`config.mk`:
```
export PLATFORM = sky130hd
export DESIGN_NAME = motor_feedback_frame_angle_tracker_core
export DESIGN_NICKNAME = d
export VERILOG_FILES = /design/src/hdl/mfat_pkg.sv /design/src/hdl/mfat_front.sv /design/src/hdl/mfat_queue.sv /design/src/hdl/mfat_back.sv /design/src/hdl/motor_feedback_frame_angle_tracker_core.sv
export SDC_FILE = /design/constraint.sdc
export NUM_CORES = 1
export LEC_CHECK = 0
export BUFFER_PORTS_ARGS = -buffer_cell sky130_fd_sc_hd__buf_2
export CAP_MARGIN = 20
export CORE_ASPECT_RATIO = 1.25
export CORE_UTILIZATION = 46
export DETAILED_ROUTE_END_ITERATION = 10
export SYNTH_ARGS = -nofsm -noshare
export SYNTH_HDL_FRONTEND = slang
export SYNTH_SLANG_ARGS = --single-unit
```
`constraint.sdc`:
```
create_clock -name i_clk -period 18.36 [get_ports i_clk]
set_input_delay 3.672 -clock i_clk [delete_from_list [all_inputs] [get_ports i_clk]]
set_output_delay 3.672 -clock i_clk [all_outputs]
set_load 0.03 [all_outputs]
```
`src/hdl/mfat_pkg.sv`:
```
// Shared types and constants of the motor feedback frame angle tracker.
package mfat_pkg;

    localparam int FRAME_LEN_DEF = 8;    // bytes in a valid feedback frame
    localparam int STORE_BYTES   = 8;    // leading bytes of a frame that are kept
    localparam int STORE_IDX_W   = $clog2(STORE_BYTES);
    localparam int QUEUE_DEPTH   = 2;    // frame records between front and back

    localparam int ANGLE_W = 16;
    localparam int TURNS_W = 32;
    localparam int TOTAL_W = 48;
    localparam int ID_W    = 2;
    localparam int REV_SH  = 12;         // 4096 counts per turn
    localparam int DELTA_W = ANGLE_W + 1;

    // Input item kinds carried on tuser
    localparam logic OP_BYTE = 1'b0;
    localparam logic OP_IDLE = 1'b1;

    // Motor selector in frame byte 2
    localparam logic [7:0] MOTOR_ONE_BYTE = 8'h01;
    localparam logic [7:0] MOTOR_TWO_BYTE = 8'h02;

    // Motor identifiers on the result
    localparam logic [ID_W-1:0] MOTOR_ONE_ID = 2'd1;
    localparam logic [ID_W-1:0] MOTOR_TWO_ID = 2'd2;

    // Configuration register indexes
    localparam int CFG_IDX_W = 1;
    localparam logic [CFG_IDX_W-1:0] CFG_OFFSET_ONE = 1'b0;
    localparam logic [CFG_IDX_W-1:0] CFG_OFFSET_TWO = 1'b1;

    // Unwrap thresholds on the signed angle jump
    localparam logic signed [DELTA_W-1:0] JUMP_POS = 17'sd2048;
    localparam logic signed [DELTA_W-1:0] JUMP_NEG = -17'sd2048;

    // One checked frame, handed from front to back
    typedef struct packed {
        logic               motor;   // 0 = motor one, 1 = motor two
        logic [ANGLE_W-1:0] angle;
    } t_frame_rec;

endpackage

```
`src/hdl/mfat_front.sv`:
```
// Front end: counts and stores frame bytes, checks the frame on line idle.
module mfat_front #(
    parameter int FRAME_LEN = mfat_pkg::FRAME_LEN_DEF
) (
    input  logic               i_clk,
    input  logic               i_rst_n,
    input  logic               i_valid,
    input  logic               i_op,
    input  logic [7:0]         i_byte,
    input  logic               i_q_full,
    output logic               o_ready,
    output logic               o_push,
    output mfat_pkg::t_frame_rec o_rec
);
    import mfat_pkg::*;

    localparam int CNT_W = $clog2(FRAME_LEN + 2);
    localparam logic [CNT_W-1:0] CNT_MAX   = CNT_W'(FRAME_LEN + 1);
    localparam logic [CNT_W-1:0] CNT_LEN   = CNT_W'(FRAME_LEN);
    localparam logic [CNT_W-1:0] CNT_STORE = CNT_W'(STORE_BYTES);

    logic [CNT_W-1:0] r_count, n_count;
    logic [7:0]       r_bytes [STORE_BYTES];
    logic             accept;
    logic [7:0]       sum_hdr, sum_ang;
    logic             id_ok;

    assign o_ready = !i_q_full;
    assign accept  = i_valid && o_ready;

    always_comb begin
        n_count = r_count;
        if (accept) begin
            if (i_op == OP_IDLE) begin
                n_count = '0;
            end else if (r_count < CNT_MAX) begin
                n_count = r_count + 1'b1;
            end
        end
    end

    always_ff @(posedge i_clk) begin
        if (!i_rst_n) begin
            r_count <= '0;
        end else begin
            r_count <= n_count;
        end
    end

    // Keep only the leading bytes; later ones are counted but dropped
    always_ff @(posedge i_clk) begin
        if (accept && i_op == OP_BYTE && r_count < CNT_STORE) begin
            r_bytes[r_count[STORE_IDX_W-1:0]] <= i_byte;
        end
    end

    assign sum_hdr = r_bytes[0] + r_bytes[1] + r_bytes[2] + r_bytes[3];
    assign sum_ang = r_bytes[5] + r_bytes[6];
    assign id_ok   = (r_bytes[2] == MOTOR_ONE_BYTE) || (r_bytes[2] == MOTOR_TWO_BYTE);

    assign o_push = accept && (i_op == OP_IDLE) && (r_count == CNT_LEN)
                    && (sum_hdr == r_bytes[4]) && (sum_ang == r_bytes[7]) && id_ok;

    assign o_rec.motor = (r_bytes[2] == MOTOR_TWO_BYTE);
    assign o_rec.angle = {r_bytes[6], r_bytes[5]};

    a_count_sat: assert property (@(posedge i_clk) disable iff (!i_rst_n)
        r_count <= CNT_MAX)
        else $error("byte count beyond saturation");

    a_idle_clears: assert property (@(posedge i_clk) disable iff (!i_rst_n)
        (accept && i_op == OP_IDLE) |=> r_count == '0)
        else $error("idle did not clear byte count");

endmodule

```
`src/hdl/mfat_queue.sv`:
```
// Short queue of checked frame records between front and back.
module mfat_queue (
    input  logic                 i_clk,
    input  logic                 i_rst_n,
    input  logic                 i_push,
    input  mfat_pkg::t_frame_rec i_rec,
    input  logic                 i_pop,
    output logic                 o_full,
    output logic                 o_valid,
    output mfat_pkg::t_frame_rec o_rec
);
    import mfat_pkg::*;

    localparam int IDX_W = (QUEUE_DEPTH > 1) ? $clog2(QUEUE_DEPTH) : 1;
    localparam int CNT_W = $clog2(QUEUE_DEPTH + 1);
    localparam logic [CNT_W-1:0] CNT_FULL = CNT_W'(QUEUE_DEPTH);
    localparam logic [IDX_W-1:0] IDX_LAST = IDX_W'(QUEUE_DEPTH - 1);

    t_frame_rec       r_mem [QUEUE_DEPTH];
    logic [IDX_W-1:0] r_wr, r_rd;
    logic [CNT_W-1:0] r_cnt;
    logic             do_push, do_pop;

    assign o_full  = (r_cnt == CNT_FULL);
    assign o_valid = (r_cnt != '0);
    assign o_rec   = r_mem[r_rd];
    assign do_push = i_push && !o_full;
    assign do_pop  = i_pop && o_valid;

    always_ff @(posedge i_clk) begin
        if (do_push) begin
            r_mem[r_wr] <= i_rec;
        end
    end

    always_ff @(posedge i_clk) begin
        if (!i_rst_n) begin
            r_wr  <= '0;
            r_rd  <= '0;
            r_cnt <= '0;
        end else begin
            if (do_push) begin
                r_wr <= (r_wr == IDX_LAST) ? '0 : r_wr + 1'b1;
            end
            if (do_pop) begin
                r_rd <= (r_rd == IDX_LAST) ? '0 : r_rd + 1'b1;
            end
            if (do_push && !do_pop) begin
                r_cnt <= r_cnt + 1'b1;
            end else if (do_pop && !do_push) begin
                r_cnt <= r_cnt - 1'b1;
            end
        end
    end

    a_no_overflow: assert property (@(posedge i_clk) disable iff (!i_rst_n)
        i_push |-> !o_full)
        else $error("record pushed into full queue");

    a_no_underflow: assert property (@(posedge i_clk) disable iff (!i_rst_n)
        i_pop |-> o_valid)
        else $error("record popped from empty queue");

endmodule

```
`src/hdl/mfat_back.sv`:
```
// Back end: per-motor unwrap of the angle and total angle arithmetic.
module mfat_back (
    input  logic                           i_clk,
    input  logic                           i_rst_n,
    input  logic                           i_rec_valid,
    input  mfat_pkg::t_frame_rec           i_rec,
    output logic                           o_pop,
    input  logic [mfat_pkg::ANGLE_W-1:0]   i_offset_one,
    input  logic [mfat_pkg::ANGLE_W-1:0]   i_offset_two,
    output logic                           o_valid,
    input  logic                           i_ready,
    output logic [mfat_pkg::ID_W-1:0]      o_motor_id,
    output logic [mfat_pkg::ANGLE_W-1:0]   o_angle,
    output logic [mfat_pkg::TURNS_W-1:0]   o_turns,
    output logic [mfat_pkg::TOTAL_W-1:0]   o_total
);
    import mfat_pkg::*;

    // Per-motor tracking state
    logic [ANGLE_W-1:0] r_last [2];
    logic               r_cal  [2];
    logic [TURNS_W-1:0] r_turns [2];

    // Stage A: unwrap result
    logic                      r_a_valid;
    logic [ID_W-1:0]           r_a_id;
    logic [ANGLE_W-1:0]        r_a_angle;
    logic [TURNS_W-1:0]        r_a_turns;
    logic signed [DELTA_W-1:0] r_a_delta;

    // Stage B: output register
    logic               r_b_valid;
    logic [ID_W-1:0]    r_b_id;
    logic [ANGLE_W-1:0] r_b_angle;
    logic [TURNS_W-1:0] r_b_turns;
    logic [TOTAL_W-1:0] r_b_total;

    logic                      b_load;
    logic [ANGLE_W-1:0]        off, prev;
    logic signed [DELTA_W-1:0] jump;
    logic [TURNS_W-1:0]        n_turns;

    assign b_load = r_a_valid && (!r_b_valid || i_ready);
    assign o_pop  = i_rec_valid && (!r_a_valid || b_load);

    always_comb begin
        off  = i_rec.motor ? i_offset_two : i_offset_one;
        prev = r_cal[i_rec.motor] ? r_last[i_rec.motor] : off;
        jump = $signed({1'b0, i_rec.angle}) - $signed({1'b0, prev});
        n_turns = r_turns[i_rec.motor];
        if (jump > JUMP_POS) begin
            n_turns = r_turns[i_rec.motor] - 1'b1;
        end else if (jump < JUMP_NEG) begin
            n_turns = r_turns[i_rec.motor] + 1'b1;
        end
    end

    always_ff @(posedge i_clk) begin
        if (!i_rst_n) begin
            r_last[0]  <= '0;
            r_last[1]  <= '0;
            r_cal[0]   <= 1'b0;
            r_cal[1]   <= 1'b0;
            r_turns[0] <= '0;
            r_turns[1] <= '0;
            r_a_valid  <= 1'b0;
            r_b_valid  <= 1'b0;
        end else begin
            if (o_pop) begin
                r_last[i_rec.motor]  <= i_rec.angle;
                r_cal[i_rec.motor]   <= 1'b1;
                r_turns[i_rec.motor] <= n_turns;
                r_a_valid            <= 1'b1;
            end else if (b_load) begin
                r_a_valid <= 1'b0;
            end
            if (b_load) begin
                r_b_valid <= 1'b1;
            end else if (i_ready) begin
                r_b_valid <= 1'b0;
            end
        end
    end

    always_ff @(posedge i_clk) begin
        if (o_pop) begin
            r_a_id    <= i_rec.motor ? MOTOR_TWO_ID : MOTOR_ONE_ID;
            r_a_angle <= i_rec.angle;
            r_a_turns <= n_turns;
            r_a_delta <= $signed({1'b0, i_rec.angle}) - $signed({1'b0, off});
        end
        if (b_load) begin
            r_b_id    <= r_a_id;
            r_b_angle <= r_a_angle;
            r_b_turns <= r_a_turns;
            r_b_total <= {{(TOTAL_W - TURNS_W - REV_SH){r_a_turns[TURNS_W-1]}},
                          r_a_turns, {REV_SH{1'b0}}}
                         + {{(TOTAL_W - DELTA_W){r_a_delta[DELTA_W-1]}}, r_a_delta};
        end
    end

    assign o_valid    = r_b_valid;
    assign o_motor_id = r_b_id;
    assign o_angle    = r_b_angle;
    assign o_turns    = r_b_turns;
    assign o_total    = r_b_total;

    a_cal_after_frame: assert property (@(posedge i_clk) disable iff (!i_rst_n)
        o_pop |=> r_cal[$past(i_rec.motor)])
        else $error("motor not calibrated after a frame");

endmodule

```
`src/hdl/motor_feedback_frame_angle_tracker_core.sv`:
```
// Top level of the motor feedback frame angle tracker.
//
//  channel   dir  handshake                      payload
//  s (input) in   i_s_tvalid / o_s_tready        tdata: rx_byte; tuser: operation
//  m (result)out  o_m_tvalid / i_m_tready        tdata: motor_id, angle, turn_count,
//                                                       total_angle
//  cfg       in   i_cfg_valid / o_cfg_ready      i_cfg_index, i_cfg_data
//
// One input transaction a cycle while the record queue has room; a full queue holds
// bytes and idles alike.
// A checked frame is written to the queue at the edge that accepts its idle
// transaction, then passes through the unwrap stage and the total-angle output
// register before it raises o_m_tvalid.
// Reset (synchronous, active low) clears byte count, queue, turn counts, calibration
// flags, last angles and offsets; the stored frame bytes are not cleared.
// A stalled result port fills the output register, the unwrap stage and then the
// queue before o_s_tready drops.
module motor_feedback_frame_angle_tracker_core #(
    parameter int FRAME_LEN = mfat_pkg::FRAME_LEN_DEF
) (
    input  logic                             i_clk,
    input  logic                             i_rst_n,
    // input stream
    input  logic                             i_s_tvalid,
    output logic                             o_s_tready,
    input  logic [7:0]                       i_s_tdata,   // [7:0] rx_byte
    input  logic [0:0]                       i_s_tuser,   // [0] operation
    // result stream
    output logic                             o_m_tvalid,
    input  logic                             i_m_tready,
    // [1:0] motor_id, [17:2] angle, [49:18] turn_count, [97:50] total_angle,
    // [103:98] zero
    output logic [103:0]                     o_m_tdata,
    // configuration writes
    input  logic                             i_cfg_valid,
    output logic                             o_cfg_ready,
    input  logic [mfat_pkg::CFG_IDX_W-1:0]   i_cfg_index,
    input  logic [mfat_pkg::ANGLE_W-1:0]     i_cfg_data
);
    import mfat_pkg::*;

    localparam int PAY_W = ID_W + ANGLE_W + TURNS_W + TOTAL_W;
    localparam int PAD_W = 104 - PAY_W;

    logic [ANGLE_W-1:0] r_offset_one, r_offset_two;

    logic       q_full, q_valid, push, pop;
    t_frame_rec front_rec, q_rec;

    logic [ID_W-1:0]    res_id;
    logic [ANGLE_W-1:0] res_angle;
    logic [TURNS_W-1:0] res_turns;
    logic [TOTAL_W-1:0] res_total;

    // Offsets take any write; the user must change them only while the block is idle, as the block does not enforce it
    assign o_cfg_ready = 1'b1;

    always_ff @(posedge i_clk) begin
        if (!i_rst_n) begin
            r_offset_one <= '0;
            r_offset_two <= '0;
        end else if (i_cfg_valid && o_cfg_ready) begin
            case (i_cfg_index)
                CFG_OFFSET_ONE: r_offset_one <= i_cfg_data;
                CFG_OFFSET_TWO: r_offset_two <= i_cfg_data;
                default: begin
                end
            endcase
        end
    end

    // Front: count, store and check; push a record per good frame
    mfat_front #(.FRAME_LEN(FRAME_LEN)) u_front (
        .i_clk    (i_clk),
        .i_rst_n  (i_rst_n),
        .i_valid  (i_s_tvalid),
        .i_op     (i_s_tuser[0]),
        .i_byte   (i_s_tdata),
        .i_q_full (q_full),
        .o_ready  (o_s_tready),
        .o_push   (push),
        .o_rec    (front_rec)
    );

    // Decouple the front from result back-pressure
    mfat_queue u_queue (
        .i_clk   (i_clk),
        .i_rst_n (i_rst_n),
        .i_push  (push),
        .i_rec   (front_rec),
        .i_pop   (pop),
        .o_full  (q_full),
        .o_valid (q_valid),
        .o_rec   (q_rec)
    );

    // Back: unwrap turns per motor, build the total angle
    mfat_back u_back (
        .i_clk        (i_clk),
        .i_rst_n      (i_rst_n),
        .i_rec_valid  (q_valid),
        .i_rec        (q_rec),
        .o_pop        (pop),
        .i_offset_one (r_offset_one),
        .i_offset_two (r_offset_two),
        .o_valid      (o_m_tvalid),
        .i_ready      (i_m_tready),
        .o_motor_id   (res_id),
        .o_angle      (res_angle),
        .o_turns      (res_turns),
        .o_total      (res_total)
    );

    // Pack result fields, lowest field first
    assign o_m_tdata = {{PAD_W{1'b0}}, res_total, res_turns, res_angle, res_id};

endmodule
```
# After elaboration in Yosys (flattened, before gate mapping)
# Memory sizes are Yosys's and may differ from the RTL's. A register that Yosys moved wholly into a read port is not among the register bits.
# Index checks and enable logic that the tools add are counted.
[classes]
multipliers = 0
bitwise_logic = 2
shifts = 0
div = 0
order_cmp = 4
reduce_logical = 33
n_addsub = 14
n_mux = 34
n_eq_ne = 6
[op_table]
columns = ["cell", "n"]
rows = [
  ["$mux W32", 3],
  ["$mux W16", 3],
  ["$add A44 B17 Y45", 1],
  ["$sub A16 B16 Y17", 2],
  ["$add A32 B1 Y32 const B", 1],
  ["$add A8 B8 Y8", 4],
  ["$reduce_or A32 Y1", 1],
  ["$sub A32 B1 Y32 const B", 1],
  ["$mux W1", 23],
  ["$gt A17 B13 Y1 const B", 1],
  ["$lt A17 B12 Y1 const B", 1],
  ["$eq A8 B8 Y1", 2],
  ["$reduce_or A16 Y1", 1],
  ["$logic_and A1 B1 Y1", 14],
  ["$reduce_bool A2 Y1", 5],
  ["$eq A8 B1 Y1 const B", 1],
  ["$eq A8 B2 Y1 const B", 1],
  ["$lt A4 B4 Y1 const B", 2],
  ["$mux W4", 2],
  ["$mux W2", 3],
  ["$reduce_and A2 Y1", 3],
  ["$logic_not A1 Y1", 5],
  ["$add A4 B1 Y4 const B", 1],
  ["$eq A4 B4 Y1 const B", 1],
  ["7 further kinds", 11],
]
[totals]
latchBits = 0
ff_bits = 207
romBits = 0
wordCells = 114
mem_bits_rw = 196
inputBits = 31
output_inout_bits = 107
n_memories = 5
[mem_list]
columns = ["memory", "depth", "word_bits", "rd", "rd_clocked_by_memory_dff", "write_ports", "line", "source"]
rows = [
  ["u_back.r_turns", 2, 32, 1, 0, 2, "mfat_back.sv:22", "logic [TURNS_W-1:0] r_turns [2];"],
  ["u_front.r_bytes", 8, 8, 8, 0, 1, "mfat_front.sv:23", "logic [7:0] r_bytes [STORE_BYTES];"],
  ["u_queue.r_mem", 2, 17, 1, 1, 1, "mfat_queue.sv:19", "t_frame_rec r_mem [QUEUE_DEPTH];"],
  ["u_back.r_last", 2, 16, 1, 0, 2, "mfat_back.sv:20", "logic [ANGLE_W-1:0] r_last [2];"],
  ["u_back.r_cal", 2, 1, 1, 0, 2, "mfat_back.sv:21", "logic r_cal [2];"],
]

# Depth between registers and ports, before layout
[depth]
word_depth = 13
ltp_mapped = 25
ltp_nobuf = 19

# Hierarchy
# From an unflattened synthesis, not the netlist that was laid out.
[hier_totals]
hier_cells = 1662
area_unflattened_um2 = 20422.1
[by_module_without_submodules]
columns = ["mod", "seq_area_each_um2", "cells_per_inst", "n_inst", "area_per_inst_um2"]
rows = [
  ["mfat_back", 7827.5, 1231, 1, 14378.8],
  ["mfat_front", 2001.9, 221, 1, 3283.1],
  ["mfat_queue", 1121.1, 78, 1, 1461.4],
  ["motor_feedback_frame_angle_tracker_core", 640.6, 132, 1, 1298.7],
]

# Least setup slack after synthesis
# Ideal clock, no wire load.
[synth_path]
path_kind = "input-to-reg"
start = "input i_m_tready"
end = "memory u_back.r_last[0][0], enable pin"
arrival_time_ns = 9.177
cell_stages = 5
required_time_ns = 17.953
setup_slack_ns = 8.777
path_buffers = 1
setup_ns = 0.407
cell_sequence = "nor2b_1 > a21oi_1 > nand3_1 > clkbuf_1 > nand2_1"
[synth_lines]
columns = ["item", "line", "source"]
rows = [
  ["from (decl)", "motor_feedback_frame_angle_tracker_core.sv:30", "input logic i_m_tready,"],
  ["to (decl)", "mfat_back.sv:20", ""],
]

==> metrics.csv <==
stage;metric;value;unit
status;status;finished, final reports clean;
place;pre_cts_ws;11.30;ns
grt;grt_usage;18.9;%
routing;drt-initial-drc-count;664;
power;irDropWorstVdd;0.0885;mV
timing;finalWorstPathRequiredPeriod;7.11;ns
synthesis;synth_compound_area_share;9.98;%
timing;setup_violations;0;
timing;drv_slew;0;
die;fp.dieH;233;um
place;io_buffer_count;130;
routing;drt_pass1_iterations;5;
critical_path;worstPathArrival;7.38;ns
synthesis;synth_seq_area_share;59.0;%
routing;drc;0;
die;initial_core_util;46.7;%
synthesis;ys_types;82;
power;powerDensity;171;nW/um2
routing;avgViaCountPerCell;5.30;
min_path;whs_endpoint;u_back.o_total[6];
place;place_inst;2289;
critical_path;r2r-end;u_back.r_turns[0][11];
power;power_leakage;0.00859;uW
timing;rsz0062_at_grt;no;
timing;slew_headroom;29.9;%
timing;skew;0.0282;ns
power;p_clk_share;21.9;%
synthesis;yosysWarnings;0;
layout;fin_cells;2362;
synthesis;async_flop_share;0;%
clocking;cts_resized;0;
synthesis;synth_top_family_by_area;simple AND/OR/NAND/NOR gates;
routing;route.detailed.wl_per_inst;17.2;um
job;drv_cap;0;
clocking;ctsRootBufferMaster;clkbuf_16;
layout;fin_nets;1905;
critical_path;cp.required;18.63;ns
layout;syn_to_final_growth;13.1;%
clocking;clock_latency;0.55;ns
clocking;cts_buffers;41;
clocking;clk_pin_slew_worst_paths;0.07;ns
clocking;post_cts_buffers;0;
timing;setup-tns-final;0;ns
synthesis;yosys.area_share.simple;11.9;%
synthesis;synth_fa_ha_area_share;7.12;%
place;place_area;20900;um2
timing;finalCritPeriodShare;38.7;%
clocking;cts_tree;yes;
power;combPwrFrac;40.8;%
synthesis;synth_xor_area_share;5.04;%
timing;finalWorstSetupSlack;11.25;ns
critical_path;r2r_slack;11.25;ns
critical_path;crit_path_end_kind;register;
timing;hold_violations;0;
critical_path;cp-start-kind;register;
critical_path;cp_slowest_cell;dfxtp_1;
synthesis;dominantRegCellSynth;edfxtp_1;
clocking;htreeDepth;2;
power;intPower;2370;uW
synthesis;ys_seq_elements;401;
min_path;hold_class;register to register;
layout;final_cell_area;22200;um2
die;ios;138;
routing;route.vias.total;12500;
timing;worstMarginPinSlew;1.05;ns
synthesis;syn-cell-area;19600;um2
power;pwr-share-seq;37.3;%
clocking;hold_buffers;0;
critical_path;worst_r2r_path_depth;18;
die;die_w;187;um
die;dieArea;43500;um2
synthesis;synth_mux_area_share;3.74;%
critical_path;path_cells;mux2i_4 > buf_4 > inv_4 > mux2i_1 > o21ai_0 > ha_1 > inv_1 > fa_1 > a211oi_2 > o21bai_1 > a211o_1 > a2111o_1 > a2111oi_0 > o221ai_1 > o21ai_2 > o22ai_1 > a21boi_1 > nor3_1;
clocking;clock_sinks;401;
grt;grt_remaining_overflow;0;
die;core_area;42000;um2
critical_path;max_stage_delay;1.00;ns
power;p_switching;1420;uW
synthesis;syn_avg_cell_area;12.0;um2
routing;final_antenna_net_count;0;
grt;grt_antenna_before_repair;0;
synthesis;synth_edf_count;356;
layout;final_layout_size_suffix_gt1_share;12.8;%
grt;grt_pass1_wl;65500;um
layout;num_antenna_cells;0;
power;swShare;37.6;%
place;hpwl;28500;um
clocking;cts_buffer_depth;3;
routing;drt_wl_total;40700;um
grt;first_global_vias;12700;
grt;grt_max_degree;67;
timing;fmax;0.141;GHz
critical_path;worst-setup-path-type;register to register;
die;rows;84;
min_path;hp-start;u_back.r_a_delta[6];
min_path;hold_depth;0;
place;globalplace.congestion;0.896;
synthesis;syn_inst;1635;
critical_path;crit_fanout;63;
-- per-layer routing --
layer	vias up	global-route usage (%)	wire, um
met5	-	0	0
met4	0	7.56	1380
met3	86	2.32	1480
met2	262	35.0	21000
met1	6002	22.2	16800
li1	6165	-	-
-- synth_stat cells, drive strengths merged (3+ instances only) --
cell,number,share of area [%]
clkbuf,33,0.63
o22ai,7,0.22
nor3,24,0.61
ha,83,5.3
o21ai,53,1.4
o21bai,7,0.27
xnor2,67,3.0
a21o,28,1.1
and4,3,0.13
nor2,159,3.0
o2111ai,5,0.25
or3,8,0.25
a21oi,44,1.1
a211oi,9,0.37
o21a,15,0.57
mux2i,65,3.4
a311oi,3,0.22
or4,5,0.19
nand4,12,0.38
nor2b,16,0.51
buf,20,0.67
dfxtp,45,4.6
nand2,197,3.8
edfxtp,356,54
a31oi,11,0.35
a21boi,39,1.5
and3,6,0.19
nor3b,4,0.15
o211ai,5,0.22
nand2b,13,0.41
a31o,3,0.13
mux2,6,0.34
or2,9,0.29
xor2,46,2.1
a211o,3,0.13
nor4,10,0.35
and2,23,0.73
o32ai,14,0.66
a41o,4,0.20
fa,18,1.8
a221o,4,0.20
inv,98,1.9
nand3,23,0.59
o31ai,3,0.11
-- placed cells by master, fill, tap and decap left out, types with 6 or more instances in the layout --
cell type | Yosys | final
edfxtp_1 | 356 | 356
nand2_1 | 197 | 195
nor2_1 | 159 | 159
buf_2 | 6 | 130
inv_1 | 97 | 97
ha_1 | 83 | 83
xnor2_1 | 67 | 67
mux2i_1 | 63 | 62
o21ai_0 | 47 | 47
xor2_1 | 46 | 46
dfxtp_1 | 45 | 45
a21oi_1 | 44 | 43
clkbuf_16 | 0 | 41
a21boi_0 | 37 | 37
a21o_1 | 28 | 28
nor3_1 | 24 | 24
nand3_1 | 23 | 23
and2_1 | 23 | 23
fa_1 | 18 | 18
nor2b_1 | 16 | 15
o21a_1 | 15 | 15
nand2b_1 | 13 | 13
o32ai_1 | 13 | 13
nand4_1 | 12 | 12
buf_4 | 11 | 12
a31oi_1 | 11 | 11
nor4_1 | 9 | 9
a211oi_1 | 8 | 8
or3_1 | 8 | 8
clkinv_1 | 0 | 8
clkbuf_1 | 33 | 8
o21bai_1 | 7 | 7
o22ai_1 | 7 | 7
conb_1 | 2 | 7
and3_1 | 6 | 6
or2_2 | 6 | 6
mux2_2 | 6 | 6
-- flip-flops by register name (all words and copies together), names as in the netlist, 17 cells and up, named ones only --
signal,flops
u_front.r_bytes,64
u_back.r_a_delta,17
u_back.r_last,32
u_back.o_turns,32
u_queue.r_mem,34
u_back.o_total,45
u_back.r_a_turns,32
u_back.r_turns,64
-- how the worst max path moves through the flow --
stage	startpoint	endpoint	slack, ns	cells past startpoint
6_report	register	u_back.r_turns[0][11]	11.25	18
5_1_grt	register	u_back.r_turns[0][9]	10.64	18
4_1_cts	register	u_back.r_turns[0][11]	11.28	18
3_5_place_dp	register	u_back.r_turns[0][11]	11.30	18
3_3_place_gp	register	u_back.r_turns[1][11]	11.38	18
2_1_floorplan	i_m_tready	u_back.r_last[0][0]	8.78	5
-- logic make-up after synthesis --
family / Yosys count
adders and majority gates: 101
DFF: 401
AOI/OAI and AO/OA: 278
muxes: 71
and+or+nand+nor: 518
other: 2
xor gates and xnor gates: 113
buffers and inverters: 151
-- through the flow --
step / total power (uW) / hold slack (ns) / util, %
floorplan: 2620 / 0.400 / -
detailed placement: 2980 / 0.405 / 49.7
global placement: 2960 / 0.403 / 49.6
global route: 4040 / 0.416 / 52.8
finish: 3790 / 0.408 / 52.8
CTS: 3830 / 0.410 / 52.8
-- layout make-up --
type,count,area (um2)
clock inverters,23,251
multi-input cells,1088,7470
repair buffers,143,752
fillers,3731,19800
clock buffers,50,1070
well taps,559,699
inverters,98,370
flip-flops and latches,401,11600
-- power groups by stage --
stage	registers [uW]	logic, uW	clock network (uW)
3_3_place_gp	1430	1530	0
3_5_place_dp	1440	1550	0
6_report	1410	1550	830
4_1_cts	1420	1560	851
2_1_floorplan	1580	1040	0
5_1_grt	1440	1720	884
-- critical path, delay by kind of cell, from the launching register on --
family / cells / cell delay, ns
compound gates: 10 / 3.39
buf+inv: 3 / 1.06
flops: 1 / 1.00
fa+ha+maj: 2 / 0.62
mux: 2 / 0.57
simple gates: 1 / 0.09
(Power assumes the default switching activity.)
